`config.mk`:
```
export PLATFORM = sky130hd
export DESIGN_NAME = radix_converter_digit_stream
export DESIGN_NICKNAME = d
export VERILOG_FILES = /design/src/rcd_pkg.sv /design/src/rcd_fifo.sv /design/src/rcd_front.sv /design/src/rcd_back.sv /design/src/radix_converter_digit_stream.sv
export SDC_FILE = /design/constraint.sdc
export NUM_CORES = 2
export LEC_CHECK = 0
export ABC_AREA = 1
export BUFFER_PORTS_ARGS = -buffer_cell sky130_fd_sc_hd__buf_2
export CAP_MARGIN = 20
export CORE_MARGIN = 3
export CORE_UTILIZATION = 45
export CTS_CLUSTER_SIZE = 16
export DETAILED_ROUTE_END_ITERATION = 16
export HOLD_SLACK_MARGIN = 0.15
export SYNTH_ARGS = -nofsm -noshare
export SYNTH_HDL_FRONTEND = slang
export SYNTH_SLANG_ARGS = --single-unit
export TNS_END_PERCENT = 10
```
`constraint.sdc`:
```
create_clock -name clk -period 17.76 [get_ports clk]
set_input_delay 1.776 -clock clk [delete_from_list [all_inputs] [get_ports clk]]
set_output_delay 1.776 -clock clk [all_outputs]
set_load 0.05 [all_outputs]
```
`src/rcd_pkg.sv`:
```
// Shared types, constants and the reciprocal table of the radix converter.
package rcd_pkg;

  // Field widths
  localparam int DIG_W = 4;
  localparam int VAL_W = 20;

  // Largest number of target digits kept per request
  localparam int OUT_DIGITS = 20;
  localparam int CNT_W      = $clog2(OUT_DIGITS + 1);
  localparam int IDX_W      = $clog2(OUT_DIGITS);

  // Decimal digit positions taken from number_value
  localparam int IN_DIGITS = 6;
  localparam logic [VAL_W:0] IN_LIMIT = (VAL_W + 1)'(10 ** IN_DIGITS);

  // Base limits
  localparam logic [DIG_W-1:0] BASE_MIN = 4'd2;
  localparam logic [DIG_W-1:0] BASE_MAX = 4'd10;
  localparam logic [DIG_W-1:0] DEC_RADIX = 4'd10;

  // Division by ten: q = (x * RECIP10) >> DEC_SHIFT, exact for VAL_W-bit x
  localparam int DEC_SHIFT = 23;
  localparam logic [VAL_W-1:0] RECIP10 = VAL_W'((2 ** DEC_SHIFT + 9) / 10);

  // Division by a small base: q = (x * recip) >> RCP_SHIFT, then corrected
  localparam int RCP_SHIFT = 24;
  localparam int RCP_W     = 24;

  // Queue between front and back
  localparam int FIFO_DEPTH = 2;
  localparam int PTR_W      = $clog2(FIFO_DEPTH);

  // One job handed from the front to the back
  typedef struct packed {
    logic             bad;
    logic [VAL_W-1:0] value;
    logic [DIG_W-1:0] base;
  } job_t;

  // Rounded-up reciprocal of a base 2..10
  function automatic logic [RCP_W-1:0] base_recip(input logic [DIG_W-1:0] b);
    logic [RCP_W-1:0] r;
    case (b)
      4'd2:    r = RCP_W'((2 ** RCP_SHIFT + 1) / 2);
      4'd3:    r = RCP_W'((2 ** RCP_SHIFT + 2) / 3);
      4'd4:    r = RCP_W'((2 ** RCP_SHIFT + 3) / 4);
      4'd5:    r = RCP_W'((2 ** RCP_SHIFT + 4) / 5);
      4'd6:    r = RCP_W'((2 ** RCP_SHIFT + 5) / 6);
      4'd7:    r = RCP_W'((2 ** RCP_SHIFT + 6) / 7);
      4'd8:    r = RCP_W'((2 ** RCP_SHIFT + 7) / 8);
      4'd9:    r = RCP_W'((2 ** RCP_SHIFT + 8) / 9);
      4'd10:   r = RCP_W'((2 ** RCP_SHIFT + 9) / 10);
      default: r = '0;
    endcase
    return r;
  endfunction

endpackage

```
`src/rcd_fifo.sv`:
```
// Two-entry job queue between the front and the back of the converter.
module rcd_fifo import rcd_pkg::*; (
  input  logic clk,
  input  logic rst_n,
  input  logic push,
  input  job_t push_job,
  output logic full,
  input  logic pop,
  output job_t pop_job,
  output logic empty
);

  job_t             mem_r [FIFO_DEPTH];
  logic [PTR_W-1:0] wr_ptr_r, wr_ptr_nxt;
  logic [PTR_W-1:0] rd_ptr_r, rd_ptr_nxt;
  logic [PTR_W:0]   level_r, level_nxt;

  assign full    = (level_r == (PTR_W + 1)'(FIFO_DEPTH));
  assign empty   = (level_r == '0);
  assign pop_job = mem_r[rd_ptr_r];

  // pointer and level update
  always_comb begin
    wr_ptr_nxt = wr_ptr_r;
    rd_ptr_nxt = rd_ptr_r;
    level_nxt  = level_r;
    if (push) begin
      wr_ptr_nxt = (wr_ptr_r == PTR_W'(FIFO_DEPTH - 1)) ? '0 : wr_ptr_r + 1'b1;
    end
    if (pop) begin
      rd_ptr_nxt = (rd_ptr_r == PTR_W'(FIFO_DEPTH - 1)) ? '0 : rd_ptr_r + 1'b1;
    end
    if (push && !pop) begin
      level_nxt = level_r + 1'b1;
    end else if (pop && !push) begin
      level_nxt = level_r - 1'b1;
    end
  end

  always_ff @(posedge clk) begin
    if (!rst_n) begin
      wr_ptr_r <= '0;
      rd_ptr_r <= '0;
      level_r  <= '0;
    end else begin
      wr_ptr_r <= wr_ptr_nxt;
      rd_ptr_r <= rd_ptr_nxt;
      level_r  <= level_nxt;
    end
  end

  // storage
  always_ff @(posedge clk) begin
    if (push) begin
      mem_r[wr_ptr_r] <= push_job;
    end
  end

endmodule

```
`src/rcd_front.sv`:
```
// Front end: takes a request, checks bases and digits, evaluates the value.
module rcd_front import rcd_pkg::*; (
  input  logic             clk,
  input  logic             rst_n,
  input  logic             in_valid,
  output logic             in_ready,
  input  logic [DIG_W-1:0] in_source_base,
  input  logic [DIG_W-1:0] in_target_base,
  input  logic [VAL_W-1:0] in_number_value,
  output logic             push,
  output job_t             push_job,
  input  logic             full
);

  localparam logic [1:0] F_IDLE = 2'd0;
  localparam logic [1:0] F_DIVQ = 2'd1;
  localparam logic [1:0] F_ACC  = 2'd2;
  localparam logic [1:0] F_PUSH = 2'd3;

  logic [1:0]       state_r, state_nxt;
  logic [DIG_W-1:0] src_r, src_nxt;
  logic [DIG_W-1:0] dst_r, dst_nxt;
  logic             bad_r, bad_nxt;
  logic [VAL_W-1:0] rest_r, rest_nxt;
  logic [VAL_W-1:0] quo_r, quo_nxt;
  logic [VAL_W-1:0] value_r, value_nxt;
  logic [VAL_W-1:0] weight_r, weight_nxt;

  logic [2*VAL_W-1:0]     dec_prod;
  logic [VAL_W-1:0]       quo_ten;
  logic [VAL_W-1:0]       dec_diff;
  logic [DIG_W-1:0]       digit;
  logic [VAL_W+DIG_W-1:0] term;
  logic [VAL_W+DIG_W-1:0] weight_prod;
  logic                   base_bad;

  assign in_ready = (state_r == F_IDLE);
  assign push     = (state_r == F_PUSH) && !full;
  assign push_job = '{bad: bad_r, value: value_r, base: dst_r};

  // request check on the incoming fields
  assign base_bad = (in_source_base < BASE_MIN) || (in_source_base > BASE_MAX) ||
                    (in_target_base < BASE_MIN) || (in_target_base > BASE_MAX) ||
                    ({1'b0, in_number_value} >= IN_LIMIT);

  // division by ten and the digit it leaves
  assign dec_prod    = {{VAL_W{1'b0}}, rest_r} * {{VAL_W{1'b0}}, RECIP10};
  assign quo_ten     = (quo_r << 3) + (quo_r << 1);
  assign dec_diff    = rest_r - quo_ten;
  assign digit       = dec_diff[DIG_W-1:0];
  assign term        = digit * weight_r;
  assign weight_prod = weight_r * src_r;

  always_comb begin
    state_nxt  = state_r;
    src_nxt    = src_r;
    dst_nxt    = dst_r;
    bad_nxt    = bad_r;
    rest_nxt   = rest_r;
    quo_nxt    = quo_r;
    value_nxt  = value_r;
    weight_nxt = weight_r;
    case (state_r)
      F_IDLE: begin
        if (in_valid) begin
          src_nxt    = in_source_base;
          dst_nxt    = in_target_base;
          bad_nxt    = base_bad;
          rest_nxt   = in_number_value;
          value_nxt  = '0;
          weight_nxt = VAL_W'(1);
          state_nxt  = (base_bad || in_number_value == '0) ? F_PUSH : F_DIVQ;
        end
      end
      F_DIVQ: begin
        quo_nxt   = VAL_W'(dec_prod[2*VAL_W-1:DEC_SHIFT]);
        state_nxt = F_ACC;
      end
      F_ACC: begin
        if (digit >= src_r) begin
          bad_nxt   = 1'b1;
          state_nxt = F_PUSH;
        end else begin
          value_nxt  = value_r + term[VAL_W-1:0];
          weight_nxt = weight_prod[VAL_W-1:0];
          rest_nxt   = quo_r;
          state_nxt  = (quo_r == '0) ? F_PUSH : F_DIVQ;
        end
      end
      F_PUSH: begin
        if (!full) begin
          state_nxt = F_IDLE;
        end
      end
      default: begin
        state_nxt = F_IDLE;
      end
    endcase
  end

  always_ff @(posedge clk) begin
    if (!rst_n) begin
      state_r <= F_IDLE;
    end else begin
      state_r <= state_nxt;
    end
  end

  always_ff @(posedge clk) begin
    src_r    <= src_nxt;
    dst_r    <= dst_nxt;
    bad_r    <= bad_nxt;
    rest_r   <= rest_nxt;
    quo_r    <= quo_nxt;
    value_r  <= value_nxt;
    weight_r <= weight_nxt;
  end

endmodule

```
`src/rcd_back.sv`:
```
// Back end: divides by the target base, stacks digits, emits them MSB first.
module rcd_back import rcd_pkg::*; (
  input  logic             clk,
  input  logic             rst_n,
  input  logic             empty,
  input  job_t             pop_job,
  output logic             pop,
  output logic             out_valid,
  input  logic             out_ready,
  output logic [DIG_W-1:0] out_digit_value,
  output logic             out_last_digit,
  output logic             out_invalid
);

  localparam logic [1:0] B_IDLE = 2'd0;
  localparam logic [1:0] B_MUL  = 2'd1;
  localparam logic [1:0] B_SUB  = 2'd2;
  localparam logic [1:0] B_EMIT = 2'd3;

  logic [1:0]             state_r, state_nxt;
  logic [VAL_W-1:0]       val_r, val_nxt;
  logic [DIG_W-1:0]       base_r, base_nxt;
  logic                   inv_r, inv_nxt;
  logic [VAL_W+RCP_W-1:0] prod_r, prod_nxt;
  logic [CNT_W-1:0]       count_r, count_nxt;
  logic [IDX_W-1:0]       idx_r, idx_nxt;
  logic [DIG_W-1:0]       stack_r [OUT_DIGITS];

  logic                   stack_we;
  logic [DIG_W-1:0]       stack_wd;
  logic [IDX_W-1:0]       stack_wa;

  logic                   out_valid_r, out_valid_nxt;
  logic [DIG_W-1:0]       out_digit_r, out_digit_nxt;
  logic                   out_last_r, out_last_nxt;
  logic                   out_inv_r, out_inv_nxt;
  logic                   out_free;

  logic [VAL_W-1:0]       quo;
  logic [VAL_W+DIG_W-1:0] quo_base;
  logic [VAL_W-1:0]       rem_raw;
  logic                   rem_over;
  logic [VAL_W-1:0]       quo_fix;
  logic [VAL_W-1:0]       rem_fix;

  assign out_free        = !out_valid_r || out_ready;
  assign pop             = (state_r == B_IDLE) && !empty;
  assign out_valid       = out_valid_r;
  assign out_digit_value = out_digit_r;
  assign out_last_digit  = out_last_r;
  assign out_invalid     = out_inv_r;

  // quotient estimate from the registered product, one correction step
  assign quo      = prod_r[VAL_W+RCP_W-1:RCP_SHIFT];
  assign quo_base = quo * base_r;
  assign rem_raw  = val_r - quo_base[VAL_W-1:0];
  assign rem_over = (rem_raw >= {{(VAL_W-DIG_W){1'b0}}, base_r});
  assign quo_fix  = rem_over ? quo + 1'b1 : quo;
  assign rem_fix  = rem_over ? rem_raw - {{(VAL_W-DIG_W){1'b0}}, base_r} : rem_raw;

  always_comb begin
    state_nxt     = state_r;
    val_nxt       = val_r;
    base_nxt      = base_r;
    inv_nxt       = inv_r;
    prod_nxt      = prod_r;
    count_nxt     = count_r;
    idx_nxt       = idx_r;
    stack_we      = 1'b0;
    stack_wa      = count_r[IDX_W-1:0];
    stack_wd      = rem_fix[DIG_W-1:0];
    out_valid_nxt = out_valid_r && !out_ready;
    out_digit_nxt = out_digit_r;
    out_last_nxt  = out_last_r;
    out_inv_nxt   = out_inv_r;
    case (state_r)
      B_IDLE: begin
        if (!empty) begin
          val_nxt   = pop_job.value;
          base_nxt  = pop_job.base;
          inv_nxt   = pop_job.bad;
          count_nxt = '0;
          if (pop_job.bad || pop_job.value == '0) begin
            // single zero digit, flagged when the request was rejected
            stack_we  = 1'b1;
            stack_wa  = '0;
            stack_wd  = '0;
            idx_nxt   = '0;
            state_nxt = B_EMIT;
          end else begin
            state_nxt = B_MUL;
          end
        end
      end
      B_MUL: begin
        prod_nxt  = val_r * base_recip(base_r);
        state_nxt = B_SUB;
      end
      B_SUB: begin
        stack_we  = 1'b1;
        val_nxt   = quo_fix;
        count_nxt = count_r + 1'b1;
        if (quo_fix == '0 || count_r == CNT_W'(OUT_DIGITS - 1)) begin
          idx_nxt   = count_r[IDX_W-1:0];
          state_nxt = B_EMIT;
        end else begin
          state_nxt = B_MUL;
        end
      end
      B_EMIT: begin
        if (out_free) begin
          out_valid_nxt = 1'b1;
          out_digit_nxt = stack_r[idx_r];
          out_last_nxt  = (idx_r == '0);
          out_inv_nxt   = inv_r;
          if (idx_r == '0) begin
            state_nxt = B_IDLE;
          end else begin
            idx_nxt = idx_r - 1'b1;
          end
        end
      end
      default: begin
        state_nxt = B_IDLE;
      end
    endcase
  end

  always_ff @(posedge clk) begin
    if (!rst_n) begin
      state_r     <= B_IDLE;
      out_valid_r <= 1'b0;
    end else begin
      state_r     <= state_nxt;
      out_valid_r <= out_valid_nxt;
    end
  end

  always_ff @(posedge clk) begin
    val_r       <= val_nxt;
    base_r      <= base_nxt;
    inv_r       <= inv_nxt;
    prod_r      <= prod_nxt;
    count_r     <= count_nxt;
    idx_r       <= idx_nxt;
    out_digit_r <= out_digit_nxt;
    out_last_r  <= out_last_nxt;
    out_inv_r   <= out_inv_nxt;
    if (stack_we) begin
      stack_r[stack_wa] <= stack_wd;
    end
  end

endmodule

```
`src/radix_converter_digit_stream.sv`:
```
// Flow: the front takes a request, then for each source digit up to the leading
//   nonzero one divides by ten, then checks and accumulates, then pushes into the queue;
//   the back pops it, multiplies and corrects per target digit, then sends 1 digit a cycle out
//   while out_ready is held high. The two halves overlap through the queue, so the slower one
//   sets the request rate.
// Reset: synchronous active-low rst_n empties the queue and idles both halves.
module radix_converter_digit_stream import rcd_pkg::*; (
  input  logic             clk,
  input  logic             rst_n,
  input  logic             in_valid,
  output logic             in_ready,
  input  logic [DIG_W-1:0] in_source_base,
  input  logic [DIG_W-1:0] in_target_base,
  input  logic [VAL_W-1:0] in_number_value,
  output logic             out_valid,
  input  logic             out_ready,
  output logic [DIG_W-1:0] out_digit_value,
  output logic             out_last_digit,
  output logic             out_invalid
);

  logic push;
  logic pop;
  logic full;
  logic empty;
  job_t push_job;
  job_t pop_job;

  // request check and value evaluation
  rcd_front u_front (
    .clk             (clk),
    .rst_n           (rst_n),
    .in_valid        (in_valid),
    .in_ready        (in_ready),
    .in_source_base  (in_source_base),
    .in_target_base  (in_target_base),
    .in_number_value (in_number_value),
    .push            (push),
    .push_job        (push_job),
    .full            (full)
  );

  // job queue
  rcd_fifo u_fifo (
    .clk      (clk),
    .rst_n    (rst_n),
    .push     (push),
    .push_job (push_job),
    .full     (full),
    .pop      (pop),
    .pop_job  (pop_job),
    .empty    (empty)
  );

  // base conversion and digit emission
  rcd_back u_back (
    .clk             (clk),
    .rst_n           (rst_n),
    .empty           (empty),
    .pop_job         (pop_job),
    .pop             (pop),
    .out_valid       (out_valid),
    .out_ready       (out_ready),
    .out_digit_value (out_digit_value),
    .out_last_digit  (out_last_digit),
    .out_invalid     (out_invalid)
  );

  // a rejected request gives one zero digit that closes it
  a_invalid_single: assert property (@(posedge clk) disable iff (!rst_n)
    out_valid && out_invalid |-> out_last_digit && (out_digit_value == '0))
    else $error("invalid result not a single zero digit");

  // the queue is never written when full, nor read when empty
  a_queue_bounds: assert property (@(posedge clk) disable iff (!rst_n)
    !(push && full) && !(pop && empty))
    else $error("job queue overrun or underrun");

  // an empty queue stays empty unless the front pushes
  a_queue_fill: assert property (@(posedge clk) disable iff (!rst_n)
    empty && !push |=> empty)
    else $error("job queue filled without a push");

endmodule

```
==> metrics.yaml <==
floorplan:
  die-width_um: 313
  die_area_um2: 97700
  num_io_pins: 40
  std_cell_rows: 111
  floorplan.initialDensity: 0.458
  design.core.area_um2: 92400
  fp.dieH_um: 313
final_layout:
  register_area_um2: 8900
  area.growth.synth_to_final_pct: 6.21
  final_layout_size_suffix_gt1_frac: 0.0321
  multi_input_comb_area_um2: 28100
  num-nets-final: 5952
  final_cell_mix: "sky130_fd_sc_hd__inv_1 (1243), sky130_fd_sc_hd__nand2_1 (1058), sky130_fd_sc_hd__fa_1 (646)"
  layout.filler_cells: 8834
  layout.cells.most_common: "sky130_fd_sc_hd__inv_1"
global_routing:
  antenna_found_initial: 4
  wire_length_of_the_first_global_routing_pass_um: 177000
  maximum_number_of_pins_on_one_net_before_global_route_repair: 44
  globalRouteOverflowTotal: 0
  grt_use_total: 0.229
  first_global_vias: 32100
flow_run:
  number_of_maximum_capacitance_constraint_violations: 0
clock_tree:
  numCtsBuffers: 35
  ctsHtreeMaxLevel: 2
  worst_skew_pair_later_pin_latency_ps: 530
  cts_post_setup_buffers_inserted: 0
  clock_sinks: 306
  clockRootBuffer: "sky130_fd_sc_hd__clkbuf_16"
  cts-hold-fix-buffers: 0
  clock_tree.buffer_depth: 3
  cts_resized: 0
  tritoncts: "done"
  path_clk_slew_ps: 60
setup_path:
  worstPathArrival_ps: 7730
  setup.worst_path.start_class: "register"
  cp_common_cell: "sky130_fd_sc_hd__fa_1"
  cp_cell_sequence: "nand2_1 -> fa_1 -> inv_1 -> fa_1 -> fa_1 -> fa_1 -> inv_1 -> fa_1 -> fa_1 -> inv_1 -> fa_1 -> ha_1 -> a21oi_1 -> inv_1 -> a31oi_1 -> nor3_1 -> nor3_1 -> o21ai_0 -> a21oi_1 -> o21ai_0 -> nand3_1 -> o2111ai_1 -> xor2_1"
  timing.rr.end: "u_back.prod_r[41]$_DFFE_PP_"
  data_required_time_at_the_worst_endpoint_ps: 18040
  depth_of_the_worst_register_to_register_path: 23
  max_stage_delay_ps: 1020
  reg2reg_setup_slack_ps: 10310
  worst_path_max_delay_cell: "sky130_fd_sc_hd__dfxtp_1"
  timing.critical_path.fanout_max: 20
  worst-setup-path-type: "reg2reg"
  end_kind: "register"
logic_synthesis:
  postSynthNetCount: 5998
  syn-cell-area_um2: 42300
  postSynthAreaPerCell_um2: 8.66
  ys.warnings.count: 0
  asyncSetResetFlopFracSynth: 0
  synth_edf_count: 277
  yosys_register_bits: 306
  ys_flop_type: "sky130_fd_sc_hd__edfxtp_1"
  sequential_cell_area_fraction_in_the_yosys_report: 0.210
  syn-instance-count: 4881
  number_of_distinct_library_cell_variants_in_the_gate_level_netlist_after_synthesis: 51
drt:
  vias: 31000
  post_drt_via_cell_ratio: 5.07
  drt-initial-drc-count: 2095
  drt_drc_violations_left: 0
  final_antenna_net_count: 0
  dr.pass1.iters: 6
  routed_wirelength_um: 108000
  wl_per_cell_um: 17.8
status:
  run_status: "complete, no violations"
placed_design:
  dp_hpwl_um: 87400
  port-buffer-count: 39
  finalWeightedCongestion: 0.916
timing:
  fin_tns_setup_ps: 0
  timing.clock.skew_ps: 20.2
  timing.final.crit_period_ps: 7450
  finalSetupViolations: 0
  finalHoldViolCount: 0
  final_min_period_over_clock_period: 0.419
  grt_setup_unrepaired: "false"
  max_slew.worst_pin.slew_ps: 1180
  hold_ws_ps: 459
  max_transition_viols_final: 0
  maxClockFrequency_mhz: 134
  timing.slew.headroom: 0.209
min_path:
  hold_path_depth: 1
  hp-class: "reg2reg"
  hold_start: "u_fifo.rd_ptr_r$_SDFFE_PN0P_"
## how the worst max path moves through the flow
stage                                  endpoint                       from  cells after the start  slack, ps
floorplan           u_back.prod_r[43]$_DFFE_PP_  u_back.val_r[2]$_DFFE_PP_                     26      11310
global placement    u_back.prod_r[41]$_DFFE_PP_                   register                     23      10560
detailed placement  u_back.prod_r[41]$_DFFE_PP_                   register                     23      10440
CTS                 u_back.prod_r[41]$_DFFE_PP_                   register                     23      10420
global route        u_back.prod_r[41]$_DFFE_PP_                   register                     23      10030
finish              u_back.prod_r[41]$_DFFE_PP_                   register                     23      10310
## metal layers
metal | vias to the layer above | part of all wire | GRT usage
li1 | 14800 | - | -
met1 | 15000 | 0.46 | 0.328
met2 | 947 | 0.45 | 0.365
met3 | 169 | 0.070 | 0.0377
met4 | 4 | 0.023 | 0.0513
met5 | - | 0.00032 | 0
## kinds of logic (layout without fill, tap and decap cells)
| kind of cell | Yosys count | after routing | share of synthesized area |
|---|---|---|---|
| adder cells (fa/ha/maj) | 1085 | 1085 | 0.436 |
| AND/OR/NAND/NOR | 1523 | 1523 | 0.144 |
| XOR/XNOR | 92 | 92 | 0.0191 |
| buffers and inverters | 1401 | 1382 | 0.125 |
| AO/OA/AOI/OAI | 456 | 456 | 0.0608 |
| multiplexers | 18 | 18 | 0.00426 |
| other | 0 | 1 | 0 |
| flip-flops | 306 | 306 | 0.210 |
## cells in the mapped netlist (16+ instances only)
library cell,count,area share
sky130_fd_sc_hd__nand4_1,50,0.0074
sky130_fd_sc_hd__xor2_1,57,0.012
sky130_fd_sc_hd__o21ai_0,162,0.019
sky130_fd_sc_hd__mux2i_1,18,0.0043
sky130_fd_sc_hd__a31oi_1,16,0.0024
sky130_fd_sc_hd__dfxtp_1,29,0.014
sky130_fd_sc_hd__o22ai_1,16,0.0024
sky130_fd_sc_hd__a21oi_1,177,0.021
sky130_fd_sc_hd__clkbuf_1,133,0.012
sky130_fd_sc_hd__nor2_1,265,0.024
sky130_fd_sc_hd__inv_1,1243,0.11
sky130_fd_sc_hd__ha_1,439,0.13
sky130_fd_sc_hd__fa_1,646,0.31
sky130_fd_sc_hd__nand2_1,1058,0.094
sky130_fd_sc_hd__nor3_1,27,0.0032
sky130_fd_sc_hd__nand3_1,83,0.0098
sky130_fd_sc_hd__edfxtp_1,277,0.20
sky130_fd_sc_hd__xnor2_1,35,0.0073
## through the flow
stage | utilization | cells | instance area (µm²) | setup WS, ps
after CTS | 0.486 | 6105 | 44900 | 10420
after global placement | 0.473 | 6041 | 43700 | 10560
after detailed placement | 0.473 | 6041 | 43700 | 10440
after floorplan | - | 4881 | 42300 | 11310
after global routing | 0.486 | 6105 | 44900 | 10030
final | 0.486 | 6106 | 44900 | 10310
## area by class of cell
class	instances	area share
Multi-Input combinational cell	3174	0.626
Sequential cell	306	0.198
Inverter	1246	0.104
Tap cell	1243	0.0346
Clock buffer	42	0.0205
Timing Repair Buffer	72	0.00986
Clock inverter	22	0.00630
Antenna cell	1	0.0000557
## sequential cells by signal, indices dropped and copies added, names as in the netlist, 2 cells and up, named ones only
| name | flops |
|---|---|
| u_front.quo_r | 17 |
| u_fifo.mem_r | 50 |
| u_back.state_r | 2 |
| u_back.val_r | 20 |
| u_back.idx_r | 5 |
| u_front.weight_r | 20 |
| u_back.base_r | 4 |
| u_front.value_r | 20 |
| u_back.prod_r | 20 |
| u_back.out_digit_value | 4 |
| u_back.count_r | 5 |
| u_front.src_r | 4 |
| u_front.dst_r | 4 |
| u_front.rest_r | 20 |
| u_back.stack_r | 80 |
| u_fifo.level_r | 2 |
| u_front.state_r | 2 |
## critical path, delay by kind of cell (launching register included)
family,cells,cell delay (ps)
AOI/OAI and AO/OA,6,1260
xor gates and xnor gates,1,170
adders and majority gates,8,3870
buffers and inverters,4,240
DFF,1,1020
and+or+nand+nor,4,610
Power is not shown: default switching activity piles up to over one toggle a cycle in this logic, so the estimate is an artifact.
